--- config.mk ---
export PLATFORM = sky130hd
export DESIGN_NAME = sensor_exposure_gain_writer_unit_flat
export DESIGN_NICKNAME = d
export VERILOG_FILES = /design/src/rtl/core/segw_pkg.sv /design/src/rtl/core/segw_if.sv /design/src/rtl/core/segw_div.sv /design/src/rtl/core/segw_dp.sv /design/src/rtl/core/segw_ctrl.sv /design/src/rtl/core/sensor_exposure_gain_writer_unit.sv /design/src/flat_wrapper.sv
export SDC_FILE = /design/constraint.sdc
export NUM_CORES = 1
export LEC_CHECK = 0
export ABC_AREA = 1
export BUFFER_PORTS_ARGS = -buffer_cell sky130_fd_sc_hd__buf_2
export CAP_MARGIN = 20
export CORE_UTILIZATION = 40
export CTS_BUF_LIST = sky130_fd_sc_hd__clkbuf_8 sky130_fd_sc_hd__clkbuf_16
export DETAILED_ROUTE_END_ITERATION = 10
export GPL_TIMING_DRIVEN = 0
export PLACE_DENSITY = 0.59
export SLEW_MARGIN = 20
export SYNTH_ARGS = -nofsm -noshare
export SYNTH_HDL_FRONTEND = slang
export SYNTH_SLANG_ARGS = --single-unit
export TNS_END_PERCENT = 1
--- constraint.sdc ---
create_clock -name clk -period 5.45 [get_ports clk]
set_input_delay 0.2725 -clock clk [delete_from_list [all_inputs] [get_ports clk]]
set_output_delay 0.2725 -clock clk [all_outputs]
set_load 0.01 [all_outputs]
--- src/rtl/core/segw_pkg.sv ---
package segw_pkg;

    localparam int LINE_LIMIT = 1568;
    localparam int LINES_W    = 16;
    localparam int TIME_W     = 32;
    localparam int GAIN_W     = 13;
    localparam int BYTE_W     = 8;
    localparam int QUEUE_D    = 3;
    localparam int QCNT_W     = 2;
    localparam int DIV_STEPS  = TIME_W;
    localparam int DIV_CNT_W  = $clog2(DIV_STEPS + 1);
    localparam int PADDR_W    = 3;

    localparam logic [LINES_W-1:0] LINES_MIN = LINES_W'(2);
    localparam logic [LINES_W-1:0] LINES_MAX = LINES_W'(LINE_LIMIT - 4);

    localparam logic [GAIN_W-1:0] GAIN_ONE     = GAIN_W'(256);
    localparam logic [GAIN_W-1:0] GAIN_SIXTEEN = GAIN_W'(4096);

    localparam logic [BYTE_W-1:0] ADDR_GAIN     = 8'h00;
    localparam logic [BYTE_W-1:0] ADDR_LINES_LO = 8'h01;
    localparam logic [BYTE_W-1:0] ADDR_LINES_HI = 8'h02;
    localparam logic [BYTE_W-1:0] ADDR_MODE     = 8'h12;
    localparam logic [BYTE_W-1:0] MODE_STREAM   = 8'h00;
    localparam logic [BYTE_W-1:0] MODE_STANDBY  = 8'h40;
    localparam logic [BYTE_W-1:0] COPY_RESET    = 8'hFF;

    // register index = paddr[2]
    localparam logic REG_EXPOSURE_MIN = 1'b0;
    localparam logic REG_EXPOSURE_MAX = 1'b1;

    typedef enum logic [1:0] {
        OP_EXPOSURE = 2'd0,
        OP_GAIN     = 2'd1,
        OP_BOTH     = 2'd2,
        OP_ENABLE   = 2'd3
    } op_t;

    typedef struct packed {
        logic load;
        logic div_start;
        logic eval;
    } cmd_t;

    typedef struct packed {
        logic use_exp;
        logic div_busy;
        logic q_empty;
    } status_t;

endpackage

--- src/rtl/core/segw_if.sv ---
interface segw_req_if;
    logic        valid;
    logic        ready;
    logic [1:0]  opcode;
    logic [31:0] exposure_time;
    logic [12:0] gain_value;
    logic        stream_on;

    modport source (output valid, opcode, exposure_time, gain_value, stream_on, input ready);
    modport sink (input valid, opcode, exposure_time, gain_value, stream_on, output ready);
endinterface

interface segw_wr_if;
    logic       valid;
    logic       ready;
    logic [7:0] reg_address;
    logic [7:0] reg_data;
    logic       last_write;

    modport source (output valid, reg_address, reg_data, last_write, input ready);
    modport sink (input valid, reg_address, reg_data, last_write, output ready);
endinterface

--- src/rtl/core/segw_div.sv ---
module segw_div (
    input  logic        clk,
    input  logic        rst_n,
    input  logic        start,
    input  logic [31:0] dividend,
    input  logic [31:0] divisor,
    output logic        busy,
    output logic [31:0] quotient
);
    import segw_pkg::*;

    logic [TIME_W-1:0]    quo_reg, quo_next;
    logic [TIME_W-1:0]    rem_reg, rem_next;
    logic [TIME_W-1:0]    dsr_reg, dsr_next;
    logic [DIV_CNT_W-1:0] cnt_reg, cnt_next;
    logic [TIME_W:0]      shifted;
    logic [TIME_W:0]      diff;

    // restoring divide, one quotient bit per cycle; divisor zero gives all ones
    always_comb
    begin
        shifted  = {rem_reg, quo_reg[TIME_W-1]};
        diff     = shifted - {1'b0, dsr_reg};
        quo_next = quo_reg;
        rem_next = rem_reg;
        dsr_next = dsr_reg;
        cnt_next = cnt_reg;
        if (start)
        begin
            quo_next = dividend;
            rem_next = '0;
            dsr_next = divisor;
            cnt_next = DIV_CNT_W'(DIV_STEPS);
        end
        else if (cnt_reg != '0)
        begin
            cnt_next = cnt_reg - DIV_CNT_W'(1);
            if (shifted >= {1'b0, dsr_reg})
            begin
                rem_next = diff[TIME_W-1:0];
                quo_next = {quo_reg[TIME_W-2:0], 1'b1};
            end
            else
            begin
                rem_next = shifted[TIME_W-1:0];
                quo_next = {quo_reg[TIME_W-2:0], 1'b0};
            end
        end
    end

    always_ff @(posedge clk or negedge rst_n)
    begin
        if (!rst_n)
            cnt_reg <= '0;
        else
            cnt_reg <= cnt_next;
    end

    always_ff @(posedge clk)
    begin
        quo_reg <= quo_next;
        rem_reg <= rem_next;
        dsr_reg <= dsr_next;
    end

    assign busy     = (cnt_reg != '0);
    assign quotient = quo_reg;

endmodule

--- src/rtl/core/segw_dp.sv ---
module segw_dp (
    input  logic             clk,
    input  logic             rst_n,
    input  segw_pkg::cmd_t   cmd,
    output segw_pkg::status_t status,
    input  logic [31:0]      exposure_min,
    input  logic [31:0]      exposure_max,
    input  logic [1:0]       opcode,
    input  logic [31:0]      exposure_time,
    input  logic [12:0]      gain_value,
    input  logic             stream_on,
    output logic             out_valid,
    input  logic             out_ready,
    output logic [7:0]       reg_address,
    output logic [7:0]       reg_data,
    output logic             last_write
);
    import segw_pkg::*;

    op_t               op_reg;
    logic [TIME_W-1:0] time_reg;
    logic [GAIN_W-1:0] gain_reg;
    logic              on_reg;

    logic [BYTE_W-1:0] hi_copy_reg, hi_copy_next;
    logic [BYTE_W-1:0] lo_copy_reg, lo_copy_next;
    logic [BYTE_W-1:0] gain_copy_reg, gain_copy_next;

    logic [BYTE_W-1:0] q_addr_reg [QUEUE_D];
    logic [BYTE_W-1:0] q_data_reg [QUEUE_D];
    logic [BYTE_W-1:0] q_addr_next [QUEUE_D];
    logic [BYTE_W-1:0] q_data_next [QUEUE_D];
    logic [QCNT_W-1:0] q_cnt_reg, q_cnt_next;

    logic [TIME_W-1:0]  t_lo, t_clamp;
    logic               div_busy;
    logic [TIME_W-1:0]  quotient;
    logic [LINES_W-1:0] lines;
    logic [BYTE_W-1:0]  hi, lo;
    logic [GAIN_W-1:0]  g_clamp;
    logic [4:0]         whole;
    logic [2:0]         idx;
    logic [GAIN_W-1:0]  g_off;
    logic [3:0]         frac;
    logic [BYTE_W-1:0]  code;
    logic               use_exp, use_gain, exp_wr, gain_wr, out_beat;

    always_ff @(posedge clk)
    begin
        if (cmd.load)
        begin
            op_reg   <= op_t'(opcode);
            time_reg <= exposure_time;
            gain_reg <= gain_value;
            on_reg   <= stream_on;
        end
    end

    // min clamp first, then max, so max wins when max < min
    always_comb
    begin
        t_lo    = (time_reg < exposure_min) ? exposure_min : time_reg;
        t_clamp = (t_lo > exposure_max) ? exposure_max : t_lo;
    end

    segw_div u_div (
        .clk      (clk),
        .rst_n    (rst_n),
        .start    (cmd.div_start),
        .dividend (t_clamp),
        .divisor  (exposure_min),
        .busy     (div_busy),
        .quotient (quotient)
    );

    always_comb
    begin
        if (quotient < TIME_W'(LINES_MIN))
            lines = LINES_MIN;
        else if (quotient > TIME_W'(LINES_MAX))
            lines = LINES_MAX;
        else
            lines = quotient[LINES_W-1:0];
        hi = lines[15:8];
        lo = lines[7:0];
    end

    // gain: Q5.8 clamp, octave index, 4-bit fraction within the octave
    always_comb
    begin
        if (gain_reg < GAIN_ONE)
            g_clamp = GAIN_ONE;
        else if (gain_reg > GAIN_SIXTEEN)
            g_clamp = GAIN_SIXTEEN;
        else
            g_clamp = gain_reg;
        whole = g_clamp[12:8];
        priority if (whole >= 5'd16)
            idx = 3'd4;
        else if (whole >= 5'd8)
            idx = 3'd3;
        else if (whole >= 5'd4)
            idx = 3'd2;
        else if (whole >= 5'd2)
            idx = 3'd1;
        else
            idx = 3'd0;
        g_off = g_clamp - (GAIN_ONE << idx);
        unique case (idx)
            3'd0:    frac = g_off[7:4];
            3'd1:    frac = g_off[8:5];
            3'd2:    frac = g_off[9:6];
            3'd3:    frac = g_off[10:7];
            default: frac = g_off[11:8];
        endcase
        code = {1'b0, idx, frac};
    end

    assign use_exp  = (op_reg == OP_EXPOSURE) || (op_reg == OP_BOTH);
    assign use_gain = (op_reg == OP_GAIN) || (op_reg == OP_BOTH);
    assign exp_wr   = use_exp && ((hi != hi_copy_reg) || (lo != lo_copy_reg));
    assign gain_wr  = use_gain && (code != gain_copy_reg);
    assign out_beat = out_valid && out_ready;

    always_comb
    begin
        hi_copy_next   = hi_copy_reg;
        lo_copy_next   = lo_copy_reg;
        gain_copy_next = gain_copy_reg;
        q_addr_next    = q_addr_reg;
        q_data_next    = q_data_reg;
        q_cnt_next     = q_cnt_reg;
        if (cmd.eval)
        begin
            if (op_reg == OP_ENABLE)
            begin
                q_addr_next[0] = ADDR_MODE;
                q_data_next[0] = on_reg ? MODE_STREAM : MODE_STANDBY;
                q_cnt_next     = QCNT_W'(1);
            end
            else
            begin
                if (exp_wr)
                begin
                    hi_copy_next   = hi;
                    lo_copy_next   = lo;
                    q_addr_next[0] = ADDR_LINES_HI;
                    q_data_next[0] = hi;
                    q_addr_next[1] = ADDR_LINES_LO;
                    q_data_next[1] = lo;
                end
                if (gain_wr)
                begin
                    gain_copy_next = code;
                    if (exp_wr)
                    begin
                        q_addr_next[2] = ADDR_GAIN;
                        q_data_next[2] = code;
                    end
                    else
                    begin
                        q_addr_next[0] = ADDR_GAIN;
                        q_data_next[0] = code;
                    end
                end
                q_cnt_next = {exp_wr, 1'b0} + {1'b0, gain_wr};
            end
        end
        else if (out_beat)
        begin
            q_addr_next[0] = q_addr_reg[1];
            q_data_next[0] = q_data_reg[1];
            q_addr_next[1] = q_addr_reg[2];
            q_data_next[1] = q_data_reg[2];
            q_cnt_next     = q_cnt_reg - QCNT_W'(1);
        end
    end

    always_ff @(posedge clk or negedge rst_n)
    begin
        if (!rst_n)
        begin
            hi_copy_reg   <= COPY_RESET;
            lo_copy_reg   <= COPY_RESET;
            gain_copy_reg <= COPY_RESET;
            q_cnt_reg     <= '0;
        end
        else
        begin
            hi_copy_reg   <= hi_copy_next;
            lo_copy_reg   <= lo_copy_next;
            gain_copy_reg <= gain_copy_next;
            q_cnt_reg     <= q_cnt_next;
        end
    end

    always_ff @(posedge clk)
    begin
        q_addr_reg <= q_addr_next;
        q_data_reg <= q_data_next;
    end

    assign out_valid   = (q_cnt_reg != '0);
    assign reg_address = q_addr_reg[0];
    assign reg_data    = q_data_reg[0];
    assign last_write  = (q_cnt_reg == QCNT_W'(1));

    assign status.use_exp  = use_exp;
    assign status.div_busy = div_busy;
    assign status.q_empty  = (q_cnt_reg == '0);

endmodule

--- src/rtl/core/segw_ctrl.sv ---
module segw_ctrl (
    input  logic              clk,
    input  logic              rst_n,
    input  logic              in_valid,
    output logic              in_ready,
    input  segw_pkg::status_t status,
    output segw_pkg::cmd_t    cmd
);
    import segw_pkg::*;

    typedef enum logic [4:0] {
        ST_IDLE  = 5'b00001,
        ST_START = 5'b00010,
        ST_DIV   = 5'b00100,
        ST_EVAL  = 5'b01000,
        ST_DRAIN = 5'b10000
    } state_t;

    state_t state_reg, state_next;

    always_comb
    begin
        state_next    = state_reg;
        in_ready      = 1'b0;
        cmd.load      = 1'b0;
        cmd.div_start = 1'b0;
        cmd.eval      = 1'b0;
        unique case (state_reg)
            ST_IDLE:
            begin
                in_ready = 1'b1;
                cmd.load = in_valid;
                if (in_valid)
                    state_next = ST_START;
            end
            ST_START:
            begin
                if (status.use_exp)
                begin
                    cmd.div_start = 1'b1;
                    state_next    = ST_DIV;
                end
                else
                    state_next = ST_EVAL;
            end
            ST_DIV:
            begin
                if (!status.div_busy)
                    state_next = ST_EVAL;
            end
            ST_EVAL:
            begin
                cmd.eval   = 1'b1;
                state_next = ST_DRAIN;
            end
            ST_DRAIN:
            begin
                if (status.q_empty)
                    state_next = ST_IDLE;
            end
            default:
                state_next = ST_IDLE;
        endcase
    end

    always_ff @(posedge clk or negedge rst_n)
    begin
        if (!rst_n)
            state_reg <= ST_IDLE;
        else
            state_reg <= state_next;
    end

`ifndef SYNTHESIS
    a_ready_queue_empty: assert property (@(posedge clk) disable iff (!rst_n)
        in_ready |-> status.q_empty)
        else $error("input taken while writes pending");
    a_start_div_idle: assert property (@(posedge clk) disable iff (!rst_n)
        cmd.div_start |-> !status.div_busy)
        else $error("divider started while busy");
    a_div_done_eval: assert property (@(posedge clk) disable iff (!rst_n)
        (state_reg == ST_DIV && !status.div_busy) |=> cmd.eval)
        else $error("eval missed after divide");
    a_eval_queue_empty: assert property (@(posedge clk) disable iff (!rst_n)
        cmd.eval |-> status.q_empty)
        else $error("queue loaded over pending writes");
`endif

endmodule

--- src/rtl/core/sensor_exposure_gain_writer_unit.sv ---
// Sequence: an accepted exposure command passes through setup, the bit-serial line
// divide (incl. done check) and eval before its first write; gain/enable commands
// skip the divide. Then one beat per sensor write (0 to 3).
// A new command is taken once all writes drained.
// Reset (rst_n, async low): exposure_min = 1, exposure_max = all ones, copies = 0xFF.
module sensor_exposure_gain_writer_unit (
    input  logic        clk,
    input  logic        rst_n,
    segw_req_if.sink    req,
    segw_wr_if.source   wr,
    input  logic        psel,
    input  logic        penable,
    input  logic        pwrite,
    input  logic [2:0]  paddr,
    input  logic [31:0] pwdata,
    output logic [31:0] prdata,
    output logic        pready
);
    import segw_pkg::*;

    logic [TIME_W-1:0] exposure_min_reg, exposure_min_next;
    logic [TIME_W-1:0] exposure_max_reg, exposure_max_next;
    logic              cfg_wr;
    cmd_t              cmd;
    status_t           status;

    assign pready = 1'b1;
    assign cfg_wr = psel && penable && pwrite && pready;

    always_comb
    begin
        exposure_min_next = exposure_min_reg;
        exposure_max_next = exposure_max_reg;
        if (cfg_wr)
        begin
            if (paddr[2] == REG_EXPOSURE_MIN)
                exposure_min_next = pwdata;
            else
                exposure_max_next = pwdata;
        end
    end

    always_ff @(posedge clk or negedge rst_n)
    begin
        if (!rst_n)
        begin
            exposure_min_reg <= TIME_W'(1);
            exposure_max_reg <= '1;
        end
        else
        begin
            exposure_min_reg <= exposure_min_next;
            exposure_max_reg <= exposure_max_next;
        end
    end

    assign prdata = (paddr[2] == REG_EXPOSURE_MAX) ? exposure_max_reg : exposure_min_reg;

    segw_ctrl u_ctrl (
        .clk      (clk),
        .rst_n    (rst_n),
        .in_valid (req.valid),
        .in_ready (req.ready),
        .status   (status),
        .cmd      (cmd)
    );

    segw_dp u_dp (
        .clk           (clk),
        .rst_n         (rst_n),
        .cmd           (cmd),
        .status        (status),
        .exposure_min  (exposure_min_reg),
        .exposure_max  (exposure_max_reg),
        .opcode        (req.opcode),
        .exposure_time (req.exposure_time),
        .gain_value    (req.gain_value),
        .stream_on     (req.stream_on),
        .out_valid     (wr.valid),
        .out_ready     (wr.ready),
        .reg_address   (wr.reg_address),
        .reg_data      (wr.reg_data),
        .last_write    (wr.last_write)
    );

endmodule
--- src/flat_wrapper.sv ---
// flat-port wrapper written by rule: the top's interface ports become plain ports
module sensor_exposure_gain_writer_unit_flat import segw_pkg::*;
  (clk, rst_n, psel, penable, pwrite, paddr, pwdata, prdata, pready, req_valid, req_opcode, req_exposure_time, req_gain_value, req_stream_on, req_ready, wr_valid, wr_reg_address, wr_reg_data, wr_last_write, wr_ready);
  segw_req_if req_i ();
  segw_wr_if wr_i ();
  input  logic clk;
  input  logic rst_n;
  input  logic psel;
  input  logic penable;
  input  logic pwrite;
  input  logic [2:0] paddr;
  input  logic [31:0] pwdata;
  output logic [31:0] prdata;
  output logic pready;
  input wire logic [$bits(req_i.valid)-1:0] req_valid;
  input wire logic [$bits(req_i.opcode)-1:0] req_opcode;
  input wire logic [$bits(req_i.exposure_time)-1:0] req_exposure_time;
  input wire logic [$bits(req_i.gain_value)-1:0] req_gain_value;
  input wire logic [$bits(req_i.stream_on)-1:0] req_stream_on;
  output wire logic [$bits(req_i.ready)-1:0] req_ready;
  output wire logic [$bits(wr_i.valid)-1:0] wr_valid;
  output wire logic [$bits(wr_i.reg_address)-1:0] wr_reg_address;
  output wire logic [$bits(wr_i.reg_data)-1:0] wr_reg_data;
  output wire logic [$bits(wr_i.last_write)-1:0] wr_last_write;
  input wire logic [$bits(wr_i.ready)-1:0] wr_ready;
  assign req_i.valid = req_valid;
  assign req_i.opcode = req_opcode;
  assign req_i.exposure_time = req_exposure_time;
  assign req_i.gain_value = req_gain_value;
  assign req_i.stream_on = req_stream_on;
  assign req_ready = req_i.ready;
  assign wr_valid = wr_i.valid;
  assign wr_reg_address = wr_i.reg_address;
  assign wr_reg_data = wr_i.reg_data;
  assign wr_last_write = wr_i.last_write;
  assign wr_i.ready = wr_ready;
  sensor_exposure_gain_writer_unit u_core (.clk(clk), .rst_n(rst_n), .req(req_i), .wr(wr_i), .psel(psel), .penable(penable), .pwrite(pwrite), .paddr(paddr), .pwdata(pwdata), .prdata(prdata), .pready(pready));
endmodule
; ---- Yosys cells after proc, flatten, opt, wreduce, memory -nomap -nowiden
; Cells that the tools add are included.
[op_classes]
n_reduce_logical = 22
n_mux = 48
shifts = 1
bitwise_logic = 2
n_eq_ne = 20
n_lt_le_gt_ge = 11
add_sub_neg = 5
mul = 0
div = 0
[ops]
columns = cell, count
row1 = $mux W32, 6
row2 = $mux W16, 10
row3 = $mux W8, 6
row4 = $ge A33 B32 Y1, 1
row5 = $gt A32 B11 Y1 const B, 1
row6 = $gt A32 B32 Y1, 1
row7 = $lt A32 B2 Y1 const B, 1
row8 = $lt A32 B32 Y1, 1
row9 = $sub A32 B32 Y32, 1
row10 = $mux W13, 2
row11 = $pmux W5 S5, 1
row12 = $mux W7, 3
row13 = $ne A8 B8 Y1, 2
row14 = $pmux W4 S4, 1
row15 = $mux W5, 3
row16 = $gt A13 B13 Y1 const B, 1
row17 = $lt A13 B9 Y1 const B, 1
row18 = $mux W6, 2
row19 = $reduce_and A3 Y1, 4
row20 = $shl A9 B3 Y12 const A, 1
row21 = $sub A12 B12 Y12, 1
row22 = $mux W2, 5
row23 = $ne A2 B2 Y1 const B, 4
row24 = $ne A7 B8 Y1, 1
row25 = 29 further kinds, 49
[word_totals]
out_inout_bits = 52
romBits = 0
in_bits = 90
latch_bits = 0
regBits = 284
memories = 0
wordCells = 129
ramBits = 0

; ---- Longest topological paths before layout
[logic_depth]
depth_word = 16
ltp_mapped = 27
mapped_depth_nobuf = 26

; ---- Hierarchy
; From an unflattened synthesis, not the netlist that was laid out.
[unflattened]
hier_cells = 2314
area_unflattened_um2 = 17414.2
[modules_own_cells]
columns = module, seq_area_each_um2, n_inst, area_each_um2, cells_per_inst
row1 = segw_dp, 3083.0, 1, 7395.8, 934
row2 = segw_div, 2712.6, 1, 6673.9, 951
row3 = sensor_exposure_gain_writer_unit, 1642.8, 1, 3047.9, 386
row4 = segw_ctrl, 126.4, 1, 296.5, 43

; ---- Least setup slack after synthesis
; No wires, ideal clock.
[synth_timing]
kind = reg2reg
from = reg u_core.u_ctrl.state_reg[0]
to = reg u_core.u_dp.gain_reg[0] (enable)
required_time_ns = 4.996
stages_incl_launch_ff = 5
setup_slack_ns = 1.700
path_buffers = 0
arrival_time_ns = 3.296
path_cell_list = dfstp_2 > inv_1 > nor4_1 > inv_1 > nor2_1
[synth_rtl]
columns = item, line_no
row1 = start: declaration, segw_ctrl.sv:19  ; state_t state_reg, state_next;
row2 = start signal: assignment, segw_ctrl.sv:71  ; state_reg <= state_next;
row3 = end signal: assignment, segw_dp.sv:54  ; gain_reg <= gain_value;
row4 = end: declaration, segw_dp.sv:22  ; logic [GAIN_W-1:0] gain_reg;

; ---- Worst setup path after layout
[layout_timing]
from = reg u_core.exposure_min_reg[31]
to = reg u_core.u_dp.u_div.quo_reg[31], in the netlist u_core.u_dp.u_div.quotient[31], data pin
[layout_via]
elab_chain_len = 5
[layout_lines]
columns = item, line_no
row1 = start: declaration, sensor_exposure_gain_writer_unit.sv:21  ; logic [TIME_W-1:0] exposure_min_reg, exposure_min_next;
row2 = start signal: assignment, sensor_exposure_gain_writer_unit.sv:52  ; exposure_min_reg <= exposure_min_next;
row3 = $lt A32 B32 Y1, segw_dp.sv:62  ; t_lo = (time_reg < exposure_min) ? exposure_min : time_reg;
row4 = $mux W32 (*), segw_dp.sv:62
row5 = $gt A32 B32 Y1, segw_dp.sv:63  ; t_clamp = (t_lo > exposure_max) ? exposure_max : t_lo;
row6 = $mux W32 (*), segw_dp.sv:63
row7 = $mux W32 (*), segw_div.sv:28  ; if (start)
row8 = net u_core.u_dp.u_div.quo_next[31], segw_div.sv:12  ; logic [TIME_W-1:0] quo_reg, quo_next;
row9 = end signal: assignment, segw_div.sv:61  ; quo_reg <= quo_next;
row10 = end: declaration, segw_div.sv:12
; Mark *: on every way through the listed nets, which the timed path passes. The rest lies on a longest branch.
; A chain may end at the register's enable or synchronous reset.

==> flow_metrics.tcl <==
set metrics [dict create \
    cts_buffers 34 \
    vdd.ir_drop.worst_mv 0.334 \
    synth_top_family_by_area "simple AND/OR/NAND/NOR gates" \
    postCtsSetupBuffers 0 \
    ys_seq_elements 277 \
    rsz0062_at_grt "false" \
    grt_pass1_wl_um 73300 \
    syn-cell-area_mm2 0.0166 \
    vias 14500 \
    synthSimpleGateAreaFrac_pct 25.2 \
    antennaDiodeCount 0 \
    clkTransAtPathRegs_ns 0.06 \
    fill_cells 3902 \
    rows 74 \
    crit_fanout 10 \
    end_kind "flop" \
    antenna_found_initial 0 \
    synth_xor_area_share_pct 1.53 \
    htreeDepth 2 \
    hold_start "req_valid" \
    tightest_slew_ns 0.894 \
    synthArstFlopShare_pct 36.5 \
    final_antenna_net_count 0 \
    crit_arrival_ns 5.27 \
    synth.top_cells.by_area "edfxtp_1 (26%), nand2_1 (15%), dfstp_2 (9.2%), ha_1 (7.9%), dfrtp_1 (6.5%)" \
    reg2reg_slack_ns 0.48 \
    yosysWarnings 0 \
    clkSinkCount 277 \
    crit_required_ns 5.75 \
    fp.dieW_um 205 \
    critPathLaunchType "flop" \
    power_leakage_nw 9.53 \
    vias_per_cell 5.02 \
    fin_util_pct 49.0 \
    relSlewSlack_pct 40.2 \
    skew_ns 0.0247 \
    crit_type "flop to flop" \
    holdPathEnd "u_core.u_ctrl.state_reg[1]$_DFFE_PN0P_" \
    start_util_pct 40.5 \
    grt_overflow 0 \
    reg2reg_depth 24 \
    grt_max_degree 60 \
    crit-reg2reg-launch "u_core.exposure_min_reg[31]$_DFFE_PN0P_" \
    yosysUniqueCellTypes 60 \
    grt_usage_pct 22.1 \
    pre_cts_ws_ns -0.410 \
    drive_gt1_share_pct 14.3 \
    run_status "finished clean" \
    firstDrtPassIters 7 \
    io_pins 142 \
    synthAdderAreaFrac_pct 7.98 \
    drt_iter0_drc 907 \
    tns_ns 0 \
    hold_path.class "primary input to flop" \
    die_h_um 205 \
    die-area_mm2 0.0422 \
    synthMuxAreaShare_pct 0 \
    yosysTopAreaCellShare_pct 26.1 \
    place.gp.congestion 0.914 \
    drt_wl_total_um 45500 \
    port-buffer-count 137 \
    power.density_mw_per_mm2 543 \
    finalNetCount 2532 \
    finalCriticalPeriod_ns 4.97 \
    setup_ws_ns 0.479 \
    grt_pass1_vias 14300 \
    mappedNetlistNets 2274 \
    synth_compound_area_share_pct 10.4 \
    slew_violations 0 \
    area_delta_synth_final_pct 20.9 \
    yosysSeqAreaShare_pct 45.7 \
    core_area_mm2 0.0408 \
    dpl.hpwl_um 34700 \
    synthCells 2079 \
    yosys.area.top_type "edfxtp_1" \
    synth_edf_count 144 \
    cts_tree "built" \
    setup_violations 0 \
    cap_violations 0 \
    wl_per_cell_um 15.7 \
    finalCritPeriodShare_pct 91.2 \
    max_freq_ghz 0.201 \
    clk-insertion-delay-late_ns 0.55 \
    synth_flop_cell "edfxtp_1" \
    clk_path_buf_depth 3 \
    hold_slack_ns 0.0454 \
    avgSynthCellArea_um2 7.96 \
    final-hold-violation-count 0 \
    r2r-end "u_core.u_dp.u_div.quotient[31]$_DFFE_PP_" \
    drc 0 \
    hold_depth 3 \
    cts_root_buf "clkbuf_16" \
]
worst max path at each step:
stage / start / endpoint / slack (ns) / depth (start not counted)
finish: u_core.exposure_min_reg[31]$_DFFE_PN0P_ / u_core.u_dp.u_div.quotient[31]$_DFFE_PP_ / 0.48 / 24
global route: u_core.exposure_min_reg[31]$_DFFE_PN0P_ / u_core.u_dp.u_div.quotient[31]$_DFFE_PP_ / 0.03 / 24
CTS: u_core.exposure_min_reg[31]$_DFFE_PN0P_ / u_core.u_dp.u_div.quotient[26]$_DFFE_PP_ / 0.01 / 23
detailed placement: u_core.exposure_min_reg[31]$_DFFE_PN0P_ / u_core.u_dp.u_div.quotient[31]$_DFFE_PP_ / -0.41 / 23
global placement: u_core.exposure_min_reg[31]$_DFFE_PN0P_ / u_core.u_dp.u_div.quotient[31]$_DFFE_PP_ / -0.38 / 21
floorplan: u_core.u_ctrl.state_reg[0]$_DFFE_PN1P_ / u_core.u_dp.gain_reg[0]$_DFFE_PP_ / 1.70 / 4
layer usage:
layer	wire [µm]	share of wire, %	track usage [%]
met2	20800	46	35.9
met1	21400	47	30.4
met3	2210	4.9	3.22
met5	0	0	0
met4	1070	2.3	6.72
where the power goes:
part           internal (mW)  leakage, nW  switching [mW]
sequential              3.06         2.80           0.493
combinational           1.82         6.13            3.15
clock                   1.43        0.594           0.923
synth_stat cells, types with 6 or more instances:
cell type	instances
o21ai_1	7
nor2_1	134
a21oi_1	77
nand2_1	644
buf_6	6
nand4_1	30
nand3_1	110
dfxtp_1	32
ha_1	104
o211ai_1	6
nand3b_1	9
nor3_1	7
edfxtp_1	144
xor2_1	15
buf_4	21
inv_1	279
a21o_1	8
clkbuf_1	48
dfstp_2	58
o21ai_0	191
xnor2_1	14
nor4_1	9
dfrtp_1	43
inv_2	7
final cells by class:
cell class / count / area (µm²) / share of cell area, %
sequential: 277 / 7560 / 37.8
multi-input combinational: 1437 / 7510 / 37.5
timing repair buffer: 222 / 1600 / 7.98
inverter: 286 / 1070 / 5.36
clock buffer: 36 / 890 / 4.44
tap: 532 / 666 / 3.33
buffer: 79 / 445 / 2.23
clock inverter: 26 / 275 / 1.38
placed cells by master (no fill, tap or decap), types with 4 or more instances in the layout:
cell type,n
xnor2_1,14
nand2_2,5
nand3_1,110
clkinv_2,6
nor2_2,5
inv_1,284
dlygate4sd3_1,81
o22ai_1,4
a21o_1,8
a21oi_1,77
nor4_1,7
bufinv_16,5
clkinv_1,4
buf_2,139
edfxtp_1,144
dfxtp_1,32
inv_2,8
o21ai_1,8
nor2_1,133
nor3_1,7
a31oi_1,5
nand3_2,5
o21ai_0,190
buf_6,7
nor2_4,5
dfrtp_1,43
ha_1,104
clkbuf_2,8
clkbuf_16,35
xor2_1,15
clkbuf_1,40
buf_4,21
dfstp_2,58
nand2_1,643
o21bai_1,5
o211ai_1,6
nand4_1,30
nand3b_1,9
timing repair:
action	4_1_cts	5_1_grt
hold buffers	81	0
endpoints found under the hold margin	138	0
setup endpoints to repair	32	32
resized for setup	3	15
per-stage QoR:
stage          instances  total power [mW]  area (µm²)
6_report            2895              10.9       20000
2_1_floorplan       2079              7.00       16600
3_5_place_dp        2752              8.45       18000
3_3_place_gp        2748              8.34       17900
5_1_grt             2895              11.8       20000
4_1_cts             2895              10.9       20000
logic make-up (layout without fill, tap and decap cells):
family,after synthesis,in the layout
AND/OR/NAND/NOR,983,983
buffers and inverters,365,649
AO/OA/AOI/OAI,319,319
flip-flops,277,277
adder cells (fa/ha/maj),105,105
XOR/XNOR,29,29
other,1,1
worst max-delay path, stage by stage, from the launching register on:
cell and delay, ns:
dfrtp_1 0.47, inv_1 0.09, ha_1 0.30, nand2_1 0.07
nor2_1 0.15, nand4_1 0.22, nor4_2 0.37, nand2_1 0.31
nand2_1 0.30, clkbuf_1 0.35, nand2_1 0.09, nand2_1 0.11
ha_1 0.25, a21oi_1 0.12, o21ai_0 0.09, nor3b_1 0.14
o21ai_0 0.25, nand2_1 0.09, nand2_1 0.06, nand3_1 0.09
nand2_2 0.21, clkbuf_2 0.28, o21ai_0 0.16, nand2_1 0.09
nand2_1 0.05
No activity file was read; power rests on OpenSTA's default activity.
